**config.mk**
```make
export PLATFORM = sky130hd
export DESIGN_NAME = ump_to_midi1_byte_stream
export DESIGN_NICKNAME = d
export VERILOG_FILES = /design/src/rtl/u2m_pkg.sv /design/src/rtl/u2m_front.sv /design/src/rtl/u2m_queue.sv /design/src/rtl/u2m_back.sv /design/src/rtl/ump_to_midi1_byte_stream.sv
export SDC_FILE = /design/constraint.sdc
export NUM_CORES = 1
export LEC_CHECK = 0
export BUFFER_PORTS_ARGS = -buffer_cell sky130_fd_sc_hd__buf_2
export CORE_MARGIN = 1.5
export CORE_UTILIZATION = 42
export CTS_BUF_LIST = sky130_fd_sc_hd__clkbuf_8
export DETAILED_ROUTE_END_ITERATION = 16
export SYNTH_ARGS = -nofsm -noshare
export SYNTH_HDL_FRONTEND = slang
export SYNTH_SLANG_ARGS = --single-unit
```
**constraint.sdc**
```tcl
create_clock -name clk -period 6.1 [get_ports clk]
set_input_delay 0.915 -clock clk [delete_from_list [all_inputs] [get_ports clk]]
set_output_delay 0.915 -clock clk [all_outputs]
set_load 0.01 [all_outputs]
```
**src/rtl/u2m_pkg.sv**
```systemverilog
package u2m_pkg;

    localparam int QUEUE_DEPTH = 2;
    localparam int MAX_BYTES   = 8;
    localparam int SX_MAX_PAY  = 6;

    typedef enum logic [2:0] {
        EV_OK             = 3'd0,
        EV_MALFORMED      = 3'd1,
        EV_SX_INTERRUPTED = 3'd2,
        EV_SX_OUT_OF_SEQ  = 3'd3,
        EV_UTILITY        = 3'd4,
        EV_UNSUPPORTED    = 3'd5,
        EV_FOREIGN        = 3'd6
    } event_t;

    localparam logic [3:0] MT_UTILITY = 4'h0;
    localparam logic [3:0] MT_SYSTEM  = 4'h1;
    localparam logic [3:0] MT_CV1     = 4'h2;
    localparam logic [3:0] MT_SYSEX7  = 4'h3;
    localparam logic [3:0] MT_STREAM  = 4'hF;

    localparam logic [3:0] SX_COMPLETE = 4'h0;
    localparam logic [3:0] SX_START    = 4'h1;
    localparam logic [3:0] SX_CONTINUE = 4'h2;
    localparam logic [3:0] SX_END      = 4'h3;

    localparam logic [7:0] ST_SX_BEGIN = 8'hF0;
    localparam logic [7:0] ST_SX_EOX   = 8'hF7;
    localparam logic [7:0] ST_MTC      = 8'hF1;
    localparam logic [7:0] ST_SPP      = 8'hF2;
    localparam logic [7:0] ST_SONG_SEL = 8'hF3;
    localparam logic [7:0] ST_TUNE     = 8'hF6;
    localparam logic [7:0] ST_RT_BASE  = 8'hF8;

    localparam logic [3:0] CV_LOW      = 4'h8;
    localparam logic [3:0] CV_PROG     = 4'hC;
    localparam logic [3:0] CV_CH_PRESS = 4'hD;
    localparam logic [3:0] CV_SYSTEM   = 4'hF;

    // One finished packet: up to eight wire bytes plus its event code.
    typedef struct packed {
        logic [MAX_BYTES-1:0][7:0]      data;
        logic [$clog2(MAX_BYTES+1)-1:0] count;
        event_t                         event_code;
    } pkt_t;

    typedef struct packed {
        logic push;
        logic pop;
    } q_ctrl_t;

    typedef struct packed {
        logic full;
        logic empty;
    } q_stat_t;

    function automatic logic [2:0] pkt_len(input logic [3:0] mt);
        logic [2:0] len;
        unique case (mt)
            4'h0, 4'h1, 4'h2, 4'h6, 4'h7: len = 3'd1;
            4'h3, 4'h4, 4'h8, 4'h9, 4'hA: len = 3'd2;
            4'hB, 4'hC:                   len = 3'd3;
            default:                      len = 3'd4;
        endcase
        return len;
    endfunction

endpackage

```
**src/rtl/u2m_front.sv**
```systemverilog
module u2m_front (
    input  logic            clk,
    input  logic            rst_n,
    input  logic            group_select_wr_en,
    input  logic [3:0]      group_select,
    input  logic            in_valid,
    output logic            in_stall,
    input  logic [31:0]     ump_word,
    input  u2m_pkg::q_stat_t q_stat,
    output logic            push,
    output u2m_pkg::pkt_t   pkt
);
    import u2m_pkg::*;

    logic [3:0]  group_reg;
    logic [1:0]  words_left_reg, words_left_next;
    logic        sysex_open_reg, sysex_open_next;
    logic [31:0] held_reg;
    logic        accept;
    logic        finish;
    logic [31:0] w0, w1;
    logic        sx_next;

    assign in_stall = q_stat.full;
    assign accept   = in_valid && !in_stall;

    always_comb
    begin
        logic [2:0] len;
        len             = pkt_len(ump_word[31:28]);
        words_left_next = words_left_reg;
        finish          = 1'b0;
        w0              = ump_word;
        w1              = '0;
        if (accept)
        begin
            if (words_left_reg == 2'd0)
            begin
                if (len > 3'd1)
                    words_left_next = 2'(len - 3'd1);
                else
                    finish = 1'b1;
            end
            else
            begin
                words_left_next = words_left_reg - 2'd1;
                if (words_left_reg == 2'd1)
                begin
                    finish = 1'b1;
                    w0     = held_reg;
                    w1     = ump_word;
                end
            end
        end
    end

    // Packet decode
    always_comb
    begin
        logic [3:0] mt;
        logic [7:0] st, b1, b2;
        logic [3:0] sn, nb;
        logic [1:0] nd;
        logic       bad_nd;
        logic       two;
        logic       bad7;
        logic       start, stop, emit;
        logic [7:0] pay [SX_MAX_PAY];
        mt      = w0[31:28];
        st      = w0[23:16];
        b1      = w0[15:8];
        b2      = w0[7:0];
        sn      = w0[23:20];
        nb      = w0[19:16];
        nd      = 2'd0;
        bad_nd  = 1'b0;
        two     = 1'b0;
        bad7    = 1'b0;
        start   = 1'b0;
        stop    = 1'b0;
        emit    = 1'b0;
        pay[0]  = w0[15:8];
        pay[1]  = w0[7:0];
        pay[2]  = w1[31:24];
        pay[3]  = w1[23:16];
        pay[4]  = w1[15:8];
        pay[5]  = w1[7:0];
        pkt     = '0;
        pkt.event_code = EV_OK;
        sx_next = sysex_open_reg;
        if (mt != MT_UTILITY && mt != MT_STREAM && w0[27:24] != group_reg)
        begin
            pkt.event_code = EV_FOREIGN;
        end
        else if (mt == MT_UTILITY)
        begin
            pkt.event_code = EV_UTILITY;
        end
        else if (mt == MT_SYSTEM)
        begin
            if (st >= ST_RT_BASE)
            begin
                pkt.data[0] = st;
                pkt.count   = 4'd1;
            end
            else
            begin
                priority if (st == ST_MTC || st == ST_SONG_SEL)
                    nd = 2'd1;
                else if (st == ST_SPP)
                    nd = 2'd2;
                else if (st == ST_TUNE)
                    nd = 2'd0;
                else
                    bad_nd = 1'b1;
                if (bad_nd || (nd >= 2'd1 && b1[7]) || (nd >= 2'd2 && b2[7]))
                begin
                    pkt.event_code = EV_MALFORMED;
                end
                else
                begin
                    pkt.data[0] = st;
                    pkt.data[1] = b1;
                    pkt.data[2] = b2;
                    pkt.count   = 4'd1 + {2'b00, nd};
                end
            end
        end
        else if (mt == MT_CV1)
        begin
            two = !(sn == CV_PROG || sn == CV_CH_PRESS);
            if (sn < CV_LOW || sn == CV_SYSTEM || b1[7] || (two && b2[7]))
            begin
                pkt.event_code = EV_MALFORMED;
            end
            else
            begin
                pkt.data[0] = {sn, w0[19:16]};
                pkt.data[1] = b1;
                pkt.data[2] = b2;
                pkt.count   = two ? 4'd3 : 4'd2;
            end
        end
        else if (mt == MT_SYSEX7)
        begin
            for (int i = 0; i < SX_MAX_PAY; i++)
                if (4'(i) < nb && pay[i][7])
                    bad7 = 1'b1;
            if (nb > 4'(SX_MAX_PAY) || bad7)
            begin
                pkt.event_code = EV_MALFORMED;
            end
            else if (sn == SX_COMPLETE || sn == SX_START)
            begin
                if (sysex_open_reg)
                    pkt.event_code = EV_SX_INTERRUPTED;
                start = 1'b1;
                emit  = 1'b1;
            end
            else if (sn == SX_CONTINUE || sn == SX_END)
            begin
                if (!sysex_open_reg)
                    pkt.event_code = EV_SX_OUT_OF_SEQ;
                else
                    emit = 1'b1;
            end
            else
            begin
                pkt.event_code = EV_MALFORMED;
            end
            if (emit)
            begin
                stop = (sn == SX_COMPLETE || sn == SX_END);
                pkt.data[0] = ST_SX_BEGIN;
                for (int i = 0; i < SX_MAX_PAY; i++)
                    pkt.data[3'(i) + {2'b00, start}] = pay[i];
                if (stop)
                    pkt.data[nb[2:0] + {2'b00, start}] = ST_SX_EOX;
                pkt.count = nb + {3'b000, start} + {3'b000, stop};
                sx_next   = !stop;
            end
        end
        else
        begin
            pkt.event_code = EV_UNSUPPORTED;
        end
    end

    assign push            = finish;
    assign sysex_open_next = finish ? sx_next : sysex_open_reg;

    always_ff @(posedge clk or negedge rst_n)
    begin
        if (!rst_n)
        begin
            group_reg      <= '0;
            words_left_reg <= '0;
            sysex_open_reg <= 1'b0;
        end
        else
        begin
            if (group_select_wr_en)
                group_reg <= group_select;
            words_left_reg <= words_left_next;
            sysex_open_reg <= sysex_open_next;
        end
    end

    always_ff @(posedge clk)
    begin
        if (accept && words_left_reg == 2'd0)
            held_reg <= ump_word;
    end

endmodule

```
**src/rtl/u2m_queue.sv**
```systemverilog
module u2m_queue (
    input  logic             clk,
    input  logic             rst_n,
    input  u2m_pkg::q_ctrl_t ctrl,
    input  u2m_pkg::pkt_t    wr_pkt,
    output u2m_pkg::pkt_t    rd_pkt,
    output u2m_pkg::q_stat_t stat
);
    import u2m_pkg::*;

    localparam int PW = (QUEUE_DEPTH > 1) ? $clog2(QUEUE_DEPTH) : 1;
    localparam int CW = $clog2(QUEUE_DEPTH + 1);

    pkt_t          mem_reg [QUEUE_DEPTH];
    logic [PW-1:0] wr_ptr_reg, wr_ptr_next;
    logic [PW-1:0] rd_ptr_reg, rd_ptr_next;
    logic [CW-1:0] cnt_reg, cnt_next;

    assign stat.full  = (cnt_reg == CW'(QUEUE_DEPTH));
    assign stat.empty = (cnt_reg == '0);
    assign rd_pkt     = mem_reg[rd_ptr_reg];

    always_comb
    begin
        wr_ptr_next = wr_ptr_reg;
        rd_ptr_next = rd_ptr_reg;
        cnt_next    = cnt_reg;
        if (ctrl.push)
            wr_ptr_next = (wr_ptr_reg == PW'(QUEUE_DEPTH - 1)) ? '0 : wr_ptr_reg + 1'b1;
        if (ctrl.pop)
            rd_ptr_next = (rd_ptr_reg == PW'(QUEUE_DEPTH - 1)) ? '0 : rd_ptr_reg + 1'b1;
        if (ctrl.push && !ctrl.pop)
            cnt_next = cnt_reg + 1'b1;
        else if (ctrl.pop && !ctrl.push)
            cnt_next = cnt_reg - 1'b1;
    end

    always_ff @(posedge clk or negedge rst_n)
    begin
        if (!rst_n)
        begin
            wr_ptr_reg <= '0;
            rd_ptr_reg <= '0;
            cnt_reg    <= '0;
        end
        else
        begin
            wr_ptr_reg <= wr_ptr_next;
            rd_ptr_reg <= rd_ptr_next;
            cnt_reg    <= cnt_next;
        end
    end

    always_ff @(posedge clk)
    begin
        if (ctrl.push)
            mem_reg[wr_ptr_reg] <= wr_pkt;
    end

    a_no_overflow: assert property (@(posedge clk) disable iff (!rst_n)
        !(ctrl.push && stat.full && !ctrl.pop))
        else $error("queue push while full");

    a_no_underflow: assert property (@(posedge clk) disable iff (!rst_n)
        !(ctrl.pop && stat.empty))
        else $error("queue pop while empty");

endmodule

```
**src/rtl/u2m_back.sv**
```systemverilog
module u2m_back (
    input  logic            clk,
    input  logic            rst_n,
    input  u2m_pkg::pkt_t   head,
    input  u2m_pkg::q_stat_t q_stat,
    output logic            pop,
    output logic            out_valid,
    input  logic            out_stall,
    output logic [7:0]      out_byte,
    output logic            byte_valid,
    output logic [2:0]      event_code,
    output logic            last
);
    import u2m_pkg::*;

    localparam int KW = $clog2(MAX_BYTES);

    logic [KW-1:0] k_reg, k_next;
    logic          out_valid_reg, out_valid_next;
    logic [7:0]    out_byte_reg, out_byte_next;
    logic          byte_valid_reg, byte_valid_next;
    logic [2:0]    event_code_reg, event_code_next;
    logic          last_reg, last_next;
    logic          load;
    logic          cur_last;
    logic          has_bytes;

    assign has_bytes = (head.count != '0);
    assign cur_last  = !has_bytes || (($bits(head.count))'(k_reg) + 1'b1 == head.count);
    assign load      = !q_stat.empty && (!out_valid_reg || !out_stall);
    assign pop       = load && cur_last;

    always_comb
    begin
        k_next          = k_reg;
        out_valid_next  = out_valid_reg;
        out_byte_next   = out_byte_reg;
        byte_valid_next = byte_valid_reg;
        event_code_next = event_code_reg;
        last_next       = last_reg;
        if (load)
        begin
            out_valid_next  = 1'b1;
            out_byte_next   = has_bytes ? head.data[k_reg] : 8'h00;
            byte_valid_next = has_bytes;
            event_code_next = head.event_code;
            last_next       = cur_last;
            k_next          = cur_last ? '0 : k_reg + 1'b1;
        end
        else if (!out_stall)
        begin
            out_valid_next = 1'b0;
        end
    end

    always_ff @(posedge clk or negedge rst_n)
    begin
        if (!rst_n)
        begin
            k_reg          <= '0;
            out_valid_reg  <= 1'b0;
            out_byte_reg   <= '0;
            byte_valid_reg <= 1'b0;
            event_code_reg <= '0;
            last_reg       <= 1'b0;
        end
        else
        begin
            k_reg          <= k_next;
            out_valid_reg  <= out_valid_next;
            out_byte_reg   <= out_byte_next;
            byte_valid_reg <= byte_valid_next;
            event_code_reg <= event_code_next;
            last_reg       <= last_next;
        end
    end

    assign out_valid  = out_valid_reg;
    assign out_byte   = out_byte_reg;
    assign byte_valid = byte_valid_reg;
    assign event_code = event_code_reg;
    assign last       = last_reg;

    a_event_only_last: assert property (@(posedge clk) disable iff (!rst_n)
        out_valid && !byte_valid |-> last && out_byte == 8'h00)
        else $error("event-only result not final");

    a_mid_packet_head: assert property (@(posedge clk) disable iff (!rst_n)
        k_reg != '0 |-> !q_stat.empty)
        else $error("byte index nonzero with empty queue");

endmodule

```
**src/rtl/ump_to_midi1_byte_stream.sv**
```systemverilog
// UMP words in, MIDI 1.0 wire bytes out.
// Throughput: one word per cycle in while in_stall is low; one result transfer per cycle out while out_stall is low.
// A packet of n bytes takes n result transfers on the output side (one for event-only).
// The final word's transfer writes the packet into the queue; the back end then registers its first result.
// A two-entry packet queue decouples the word side; in_stall is high while it is full.
// Reset: async active low; clears group_select, word count, SysEx state, queue.
module ump_to_midi1_byte_stream (
    input  logic        clk,
    input  logic        rst_n,
    input  logic        group_select_wr_en,
    input  logic [3:0]  group_select,
    input  logic        in_valid,
    output logic        in_stall,
    input  logic [31:0] ump_word,
    output logic        out_valid,
    input  logic        out_stall,
    output logic [7:0]  out_byte,
    output logic        byte_valid,
    output logic [2:0]  event_code,
    output logic        last
);
    import u2m_pkg::*;

    pkt_t    wr_pkt;
    pkt_t    rd_pkt;
    q_ctrl_t q_ctrl;
    q_stat_t q_stat;
    logic    push;
    logic    pop;

    assign q_ctrl.push = push;
    assign q_ctrl.pop  = pop;

    u2m_front u_front (
        .clk                (clk),
        .rst_n              (rst_n),
        .group_select_wr_en (group_select_wr_en),
        .group_select       (group_select),
        .in_valid           (in_valid),
        .in_stall           (in_stall),
        .ump_word           (ump_word),
        .q_stat             (q_stat),
        .push               (push),
        .pkt                (wr_pkt)
    );

    u2m_queue u_queue (
        .clk    (clk),
        .rst_n  (rst_n),
        .ctrl   (q_ctrl),
        .wr_pkt (wr_pkt),
        .rd_pkt (rd_pkt),
        .stat   (q_stat)
    );

    u2m_back u_back (
        .clk        (clk),
        .rst_n      (rst_n),
        .head       (rd_pkt),
        .q_stat     (q_stat),
        .pop        (pop),
        .out_valid  (out_valid),
        .out_stall  (out_stall),
        .out_byte   (out_byte),
        .byte_valid (byte_valid),
        .event_code (event_code),
        .last       (last)
    );

endmodule

```
==> run_results.csv, run 1 <==
group,metric,value,unit
floorplanning,initial_core_util,43.06,%
floorplanning,die_h,155.6,um
clocking,cts_setup_buffers,0,
detailed_routing,via_per_inst,5.948,
layout,syn_to_final_growth,9.405,%
critical_path,crit_required,6.39,ns
power,power_frac_clock,21.9,%
floorplanning,io_pins,56,
clocking,cts_tree,"built",
sta,rsz0062_at_grt,"false",
global_route,grt_overflow,0,
power,swShare,36.23,%
synth,yosysUniqueCellTypes,76,
clocking,htree_levels,4,
detailed_routing,wire_per_inst,22.24,um
synth,postSynthCellCount,834,
global_route,grt.busiest_layer,"met2",
global_route,grt_max_degree,65,
global_route,use_met3,3.972,%
power,internal_power,2.591,mW
critical_path,crit_type,"reg -> reg",
global_route,grt_pass1_wl,40280,um
synth,synth_ff_type,"edfxtp_1",
synth,synth_async_sr_flop_share,14.89,%
global_route,use_met2,34.93,%
critical_path,reg2reg_slack,1.66,ns
floorplanning,dieWidth,155.6,um
synth,synth_warnings,0,
critical_path,critPathLaunchType,"register",
job,drv_cap,0,
synth,synth_edf_count,160,
clocking,clock-root-buffer,"clkbuf_8",
global_route,grt_usage,22.42,%
critical_path,cp-end-kind,"register",
synth,avgSynthCellArea,11.72,um^2
detailed_routing,detail-route-antenna-nets,0,
place,port_buffers,55,
layout,drive_above_1_share,18.89,%
synth,yosysSeqAreaShare,56.30,%
place,place_congestion,0.8785,
sta,period_share,72.71,%
detailed_routing,routed_wl,25890,um
critical_path,timing.rr.start,"u_queue.cnt_reg[0]",
sta,final.setup.tns,0,ns
place,dp.final_hpwl,17750,um
synth,synthesis.area,0.009778,mm^2
global_route,antenna_found_initial,0,
sta,finalSetupViolCount,0,
clocking,postCtsHoldBufs,0,
global_route,use_met1,32.51,%
clocking,clockBufferDepth,2,
layout,antenna_cells,0,
clocking,clk_pin_slew_worst_paths,0.11,ns
sta,finClkSkew,0.02324,ns
outcome,outcome,"complete, no violations",
synth,ys_ff_latch,188,
global_route,grt_pass1_vias,6658,
critical_path,critical_path_arrival,4.72,ns
power,p_comb_share,32.0,%
clocking,ctsResizeCount,0,
floorplanning,core,0.02271,mm^2
power,leakagePower,3.764,nW
clocking,cts.sinks,188,
sta,relSlewSlack,24.39,%
floorplanning,fp-row-count,55,
detailed_routing,route.detailed.drc,0,
detailed_routing,dr_total_vias,6923,
critical_path,reg2reg_depth,13,
min_path,min_path_type,"in -> async",
sta,timing.hold.ws,0.4822,ns
power,irDropWorstVdd,0.1485,mV
layout,largest_reg_flops,128,
sta,worst_pin_slew,1.126,ns
sta,fin_crit,4.435,ns
floorplanning,dieArea,0.02421,mm^2
detailed_routing,first_pass_iters,7,
power,p_sw,1.472,mW
layout,nets,915,
sta,fmax,225.5,MHz
sta,slew_violations,0,
detailed_routing,drt_iter0_drc,825,
critical_path,reg2reg_to,"u_queue.mem_reg[0][28]",
power,p_seq_share,46.1,%
sta,final_hold_viol_count,0,
synth,synth_nets,883,
clocking,cts_inserted_buffers,17,
clocking,clock_latency,0.48,ns
critical_path,crit_fanout,57,
power,power.density,379.8,mW/mm^2
## how the worst max path moves through the flow
stage,start,to,slack [ns],cells past startpoint
2_1_floorplan,ump_word[29],u_queue.mem_reg[0][0],0.66,9
3_3_place_gp,in_valid,u_queue.mem_reg[0][24],1.42,13
3_5_place_dp,in_valid,u_queue.mem_reg[0][28],1.34,11
4_1_cts,u_queue.cnt_reg[0],u_queue.mem_reg[0][28],1.65,13
5_1_grt,u_queue.cnt_reg[0],u_queue.mem_reg[0][28],1.31,11
6_report,u_queue.cnt_reg[0],u_queue.mem_reg[0][28],1.66,13
## cell families (layout without fill, tap and decap cells)
logic type | after synthesis | count (layout) | synth area share (%)
AOI/OAI and AO/OA | 201 | 201 | 13.44
and+or+nand+nor | 267 | 267 | 13.30
adders and majority gates | 9 | 9 | 1.203
xor gates and xnor gates | 17 | 17 | 1.523
muxes | 70 | 70 | 10.54
DFF | 188 | 188 | 56.30
buffers and inverters | 82 | 127 | 3.698
## worst max-delay path, cell delays in order, from the launching register on
cell and delay [ns]:
dfrtp_1 0.46, nand2b_4 0.23, and3_4 0.66, and3_1 0.31, a211o_1 0.14, inv_2 0.04
ha_1 0.19, ha_1 0.25, or2_2 0.29, a211oi_1 0.21, a211oi_1 0.14, nor3b_1 0.83
o21ai_0 0.22, a21oi_1 0.23
## per-stage QoR
step                      area (um^2)  power, mW  cells  setup slack, ns  utilization (%)
final                           10700      4.063   1164            1.665            47.11
after global routing            10700      4.295   1164            1.313            47.11
after detailed placement        10270      3.218   1132            1.338            45.22
after floorplan                  9778      2.786    834           0.6647                -
after global placement          10270      3.205   1132            1.420            45.22
after CTS                       10700      4.101   1164            1.651            47.11
## area by class of cell
type,count,area [um^2]
Inverter,28,105.1
Tap cell,285,356.6
Clock buffer,17,234.0
Fill cell,2123,12010
Clock inverter,15,193.9
Multi-Input combinational cell,564,3935
Timing Repair Buffer,67,365.4
Sequential cell,188,5508
## cells in the final DEF, fill, tap and decap left out, types with 6 or more instances in the layout
| cell | count |
|---|---|
| o21ai_0 | 43 |
| and3_1 | 10 |
| a21oi_1 | 67 |
| a221oi_1 | 7 |
| a211oi_1 | 9 |
| clkbuf_8 | 17 |
| buf_2 | 55 |
| xnor2_1 | 10 |
| ha_1 | 7 |
| and2_1 | 8 |
| mux2_2 | 14 |
| nor2_1 | 50 |
| mux2i_1 | 31 |
| nand2b_1 | 6 |
| dfrtp_1 | 26 |
| inv_1 | 27 |
| nor3_1 | 12 |
| o21a_1 | 16 |
| edfxtp_1 | 160 |
| xor2_1 | 7 |
| mux4_2 | 25 |
| o41ai_1 | 8 |
| nor4_1 | 7 |
| buf_4 | 12 |
| a311oi_1 | 7 |
| nand2_1 | 122 |
## cell usage after synthesis (4+ instances only)
| cell | n | area share (%) |
|---|---|---|
| mux2_2 | 14 | 1.6 |
| buf_2 | 21 | 1.1 |
| xnor2_1 | 10 | 0.90 |
| o21ai_0 | 44 | 2.3 |
| nor2_1 | 52 | 2.0 |
| nand4_1 | 5 | 0.32 |
| and3_1 | 10 | 0.64 |
| a2111oi_2 | 4 | 0.61 |
| ha_1 | 7 | 0.90 |
| nor3_1 | 13 | 0.67 |
| nor4_1 | 7 | 0.45 |
| o21ai_1 | 4 | 0.20 |
| dfrtp_1 | 28 | 7.2 |
| a311oi_1 | 7 | 0.63 |
| and2_1 | 8 | 0.51 |
| nand2b_1 | 6 | 0.38 |
| o41ai_1 | 8 | 0.72 |
| o21a_1 | 16 | 1.2 |
| or2_2 | 5 | 0.32 |
| nor3b_1 | 5 | 0.38 |
| inv_1 | 27 | 1.0 |
| edfxtp_1 | 160 | 49 |
| xor2_1 | 7 | 0.63 |
| mux4_2 | 25 | 5.8 |
| a221oi_1 | 7 | 0.63 |
| o22ai_1 | 5 | 0.32 |
| a211oi_1 | 9 | 0.69 |
| buf_1 | 7 | 0.27 |
| nor4b_1 | 5 | 0.45 |
| clkbuf_1 | 21 | 0.81 |
| mux2i_1 | 31 | 3.2 |
| a21oi_1 | 67 | 3.4 |
| nand3_1 | 4 | 0.20 |
| nand2_1 | 122 | 4.7 |
## metal layers
layer	part of all wire [%]	vias to the layer above
met1	45	3424
met2	47	280
met4	1.4	0
met3	6.9	21
li1	-	3198
met5	0	-
## power by group through the flow
stage	combinational [mW]	clock, mW	sequential [mW]
final	1.30	0.890	1.87
after global routing	1.43	0.957	1.91
after CTS	1.31	0.909	1.88
after detailed placement	1.31	0	1.91
after global placement	1.30	0	1.90
after floorplan	0.961	0	1.82
No activity file was read; power rests on OpenSTA's default activity.
==> inputs of run 2 (changes only) <==
Settings changed: ABC_AREA set to 1.
Clock period 6.1 ns to 4.3 ns, I/O delays scaled along.
==> run_results.csv, run 2 <==
group,metric,value,unit
critical_path,critical_path_arrival,4.02,ns
floorplanning,io_pins,56,
min_path,min_path_type,"in -> async",
synth,synthTopCellsByArea,"edfxtp_1 (47%), nand2_1 (10%), dfrtp_1 (6.9%)",
place,dp.final_hpwl,20090,um
clocking,clockBufferDepth,2,
power,leakagePower,4.441,nW
synth,synth_ff_type,"edfxtp_1",
detailed_routing,first_pass_iters,9,
sta,fin_crit,3.746,ns
sta,fmax,267.0,MHz
clocking,clk_pin_slew_worst_paths,0.12,ns
clocking,cts_inserted_buffers,17,
synth,yosysUniqueCellTypes,49,
synth,synth_warnings,0,
floorplanning,dieArea,0.02529,mm^2
synth,avgSynthCellArea,8.867,um^2
place,place_congestion,0.9381,
global_route,grt_pass1_vias,7647,
synth,synth_top_area_share,47.00,%
synth,post-synth-top-area-cell,"edfxtp_1",
floorplanning,die_h,159.0,um
synth,synthesis.area,0.01022,mm^2
layout,nFillCells,2356,
critical_path,slowest_delay,0.43,ns
layout,final_area,0.01123,mm^2
sta,finClkSkew,0.02611,ns
power,p_total,6.377,mW
detailed_routing,route.detailed.drc,0,
layout,largest_reg_flops,128,
clocking,ctsResizeCount,0,
layout,drive_above_1_share,15.35,%
layout,syn_to_final_growth,9.828,%
synth,synth_nets,1202,
critical_path,critPathSlowestCell,"dfrtp_1",
global_route,grt_usage,23.12,%
global_route,grt_overflow,0,
critical_path,crit_start,"u_front.words_left_reg[0]",
detailed_routing,detail-route-antenna-nets,0,
detailed_routing,via_per_inst,5.366,
clocking,htree_levels,4,
place,place_ws,0.5370,ns
sta,rsz0062_at_grt,"false",
global_route,antenna_found_initial,0,
detailed_routing,drt_iter0_drc,968,
sta,final.setup.tns,0,ns
synth,synth.top_cells.by_count,"nand2_1 (278), edfxtp_1 (160), nor2_1 (140)",
synth,synth_async_sr_flop_share,14.89,%
critical_path,critPathLaunchType,"register",
critical_path,crit_top_cell,"nand2_1",
critical_path,reg2reg_slack,0.55,ns
global_route,grt_max_degree,70,
floorplanning,initial_core_util,43.17,%
clocking,cts_setup_buffers,0,
critical_path,reg2reg_depth,21,
sta,finalSetupViolCount,0,
synth,ys_ff_latch,188,
outcome,outcome,"complete, no violations",
layout,nets,1241,
power,irDropWorstVdd,0.2512,mV
layout,layout_common_cells,"nand2_1 (278), edfxtp_1 (160), nor2_1 (137), nand3_1 (101), o21ai_0 (99)",
clocking,clock_latency,0.49,ns
detailed_routing,routed_wl,28630,um
critical_path,reg2reg_to,"u_queue.mem_reg[0][15]",
detailed_routing,wire_per_inst,18.78,um
sta,fin_ws,0.5542,ns
sta,slew_violations,0,
synth,synth.most_common_cell,"nand2_1",
critical_path,crit_required,4.58,ns
critical_path,crit_fanout,11,
place,port_buffers,55,
job,drv_cap,0,
layout,antenna_cells,0,
synth,postSynthCellCount,1153,
sta,relSlewSlack,33.88,%
clocking,clock-root-buffer,"clkbuf_8",
clocking,cts.sinks,188,
power,power.density,567.9,mW/mm^2
critical_path,timing.rr.start,"u_front.words_left_reg[0]",
sta,worst_pin_slew,0.9853,ns
layout,mostFrequentLayoutCell,"nand2_1",
critical_path,cp-end-kind,"register",
critical_path,crit_chain,"inv_2, nor2_4, nand3_2, buf_4, nand2_1, nand2_1, nand2_1, nor2_1, nor2_1, nor2_4, nand3_4, inv_2, ha_1, ha_1, inv_1, nand3_1, nor3_2, nand3_1, nand2_1, nor2_1, a21oi_1",
sta,period_share,87.11,%
floorplanning,core,0.02368,mm^2
detailed_routing,dr_total_vias,8178,
synth,yosysSeqAreaShare,53.85,%
sta,timing.hold.ws,0.1887,ns
place,dpl_cell_area,0.01080,mm^2
floorplanning,dieWidth,159.0,um
clocking,cts_tree,"built",
clocking,postCtsHoldBufs,0,
global_route,grt_pass1_wl,44760,um
floorplanning,fp-row-count,56,
critical_path,crit_type,"reg -> reg",
synth,synth_edf_count,160,
sta,final_hold_viol_count,0,
-- run 2: stage by stage --
step	utilization [%]	std cells
after CTS	47.41	1524
final	47.41	1524
after global routing	47.41	1524
after global placement	45.59	1492
after floorplan	-	1153
after detailed placement	45.59	1492
-- run 2: power by group --
group          total (mW)  switching (mW)  internal, mW
clock                1.29           0.736         0.552
sequential           2.59           0.179          2.41
combinational        2.50            1.76         0.746
-- run 2: area by class of cell --
cell class                      instances  area [um^2]  share of cell area [%]
Clock inverter                         15        197.7                   1.761
Clock buffer                           17        234.0                   2.084
Sequential cell                       188         5507                   49.04
Tap cell                              319        399.1                   3.555
Inverter                              106        399.1                   3.555
Timing Repair Buffer                   75        450.4                   4.012
Multi-Input combinational cell        804         4041                   35.99
-- run 2: how the worst max path moves through the flow --
stage | cells past startpoint | to | slack (ns)
finish | 21 | u_queue.mem_reg[0][15] | 0.55
global route | 21 | u_queue.mem_reg[1][15] | 0.30
CTS | 21 | u_queue.mem_reg[0][15] | 0.65
detailed placement | 19 | u_queue.mem_reg[0][15] | 0.54
global placement | 19 | u_queue.mem_reg[0][15] | 0.61
floorplan | 11 | u_queue.mem_reg[1][0] | 0.58
-- run 2: metal layers --
layer  track usage (%)  wire length (um)
met3             4.220              1943
met2             34.87             12580
met4             7.633               684
met5                 0                 0
met1             33.59             13420
-- run 2: worst max-delay path, delay by kind of cell, from the launching register on --
| family | cells | cell delay, ns |
|---|---|---|
| adder cells (fa/ha/maj) | 2 | 0.49 |
| buffers and inverters | 4 | 0.45 |
| AND/OR/NAND/NOR | 14 | 1.87 |
| flip-flops | 1 | 0.43 |
| AO/OA/AOI/OAI | 1 | 0.29 |
-- run 2: cell families after synthesis --
family	share of synthesized area [%]
DFF	53.85
xor gates and xnor gates	1.199
AOI/OAI and AO/OA	11.64
buffers and inverters	6.792
adders and majority gates	1.052
and+or+nand+nor	25.25
muxes	0.2203
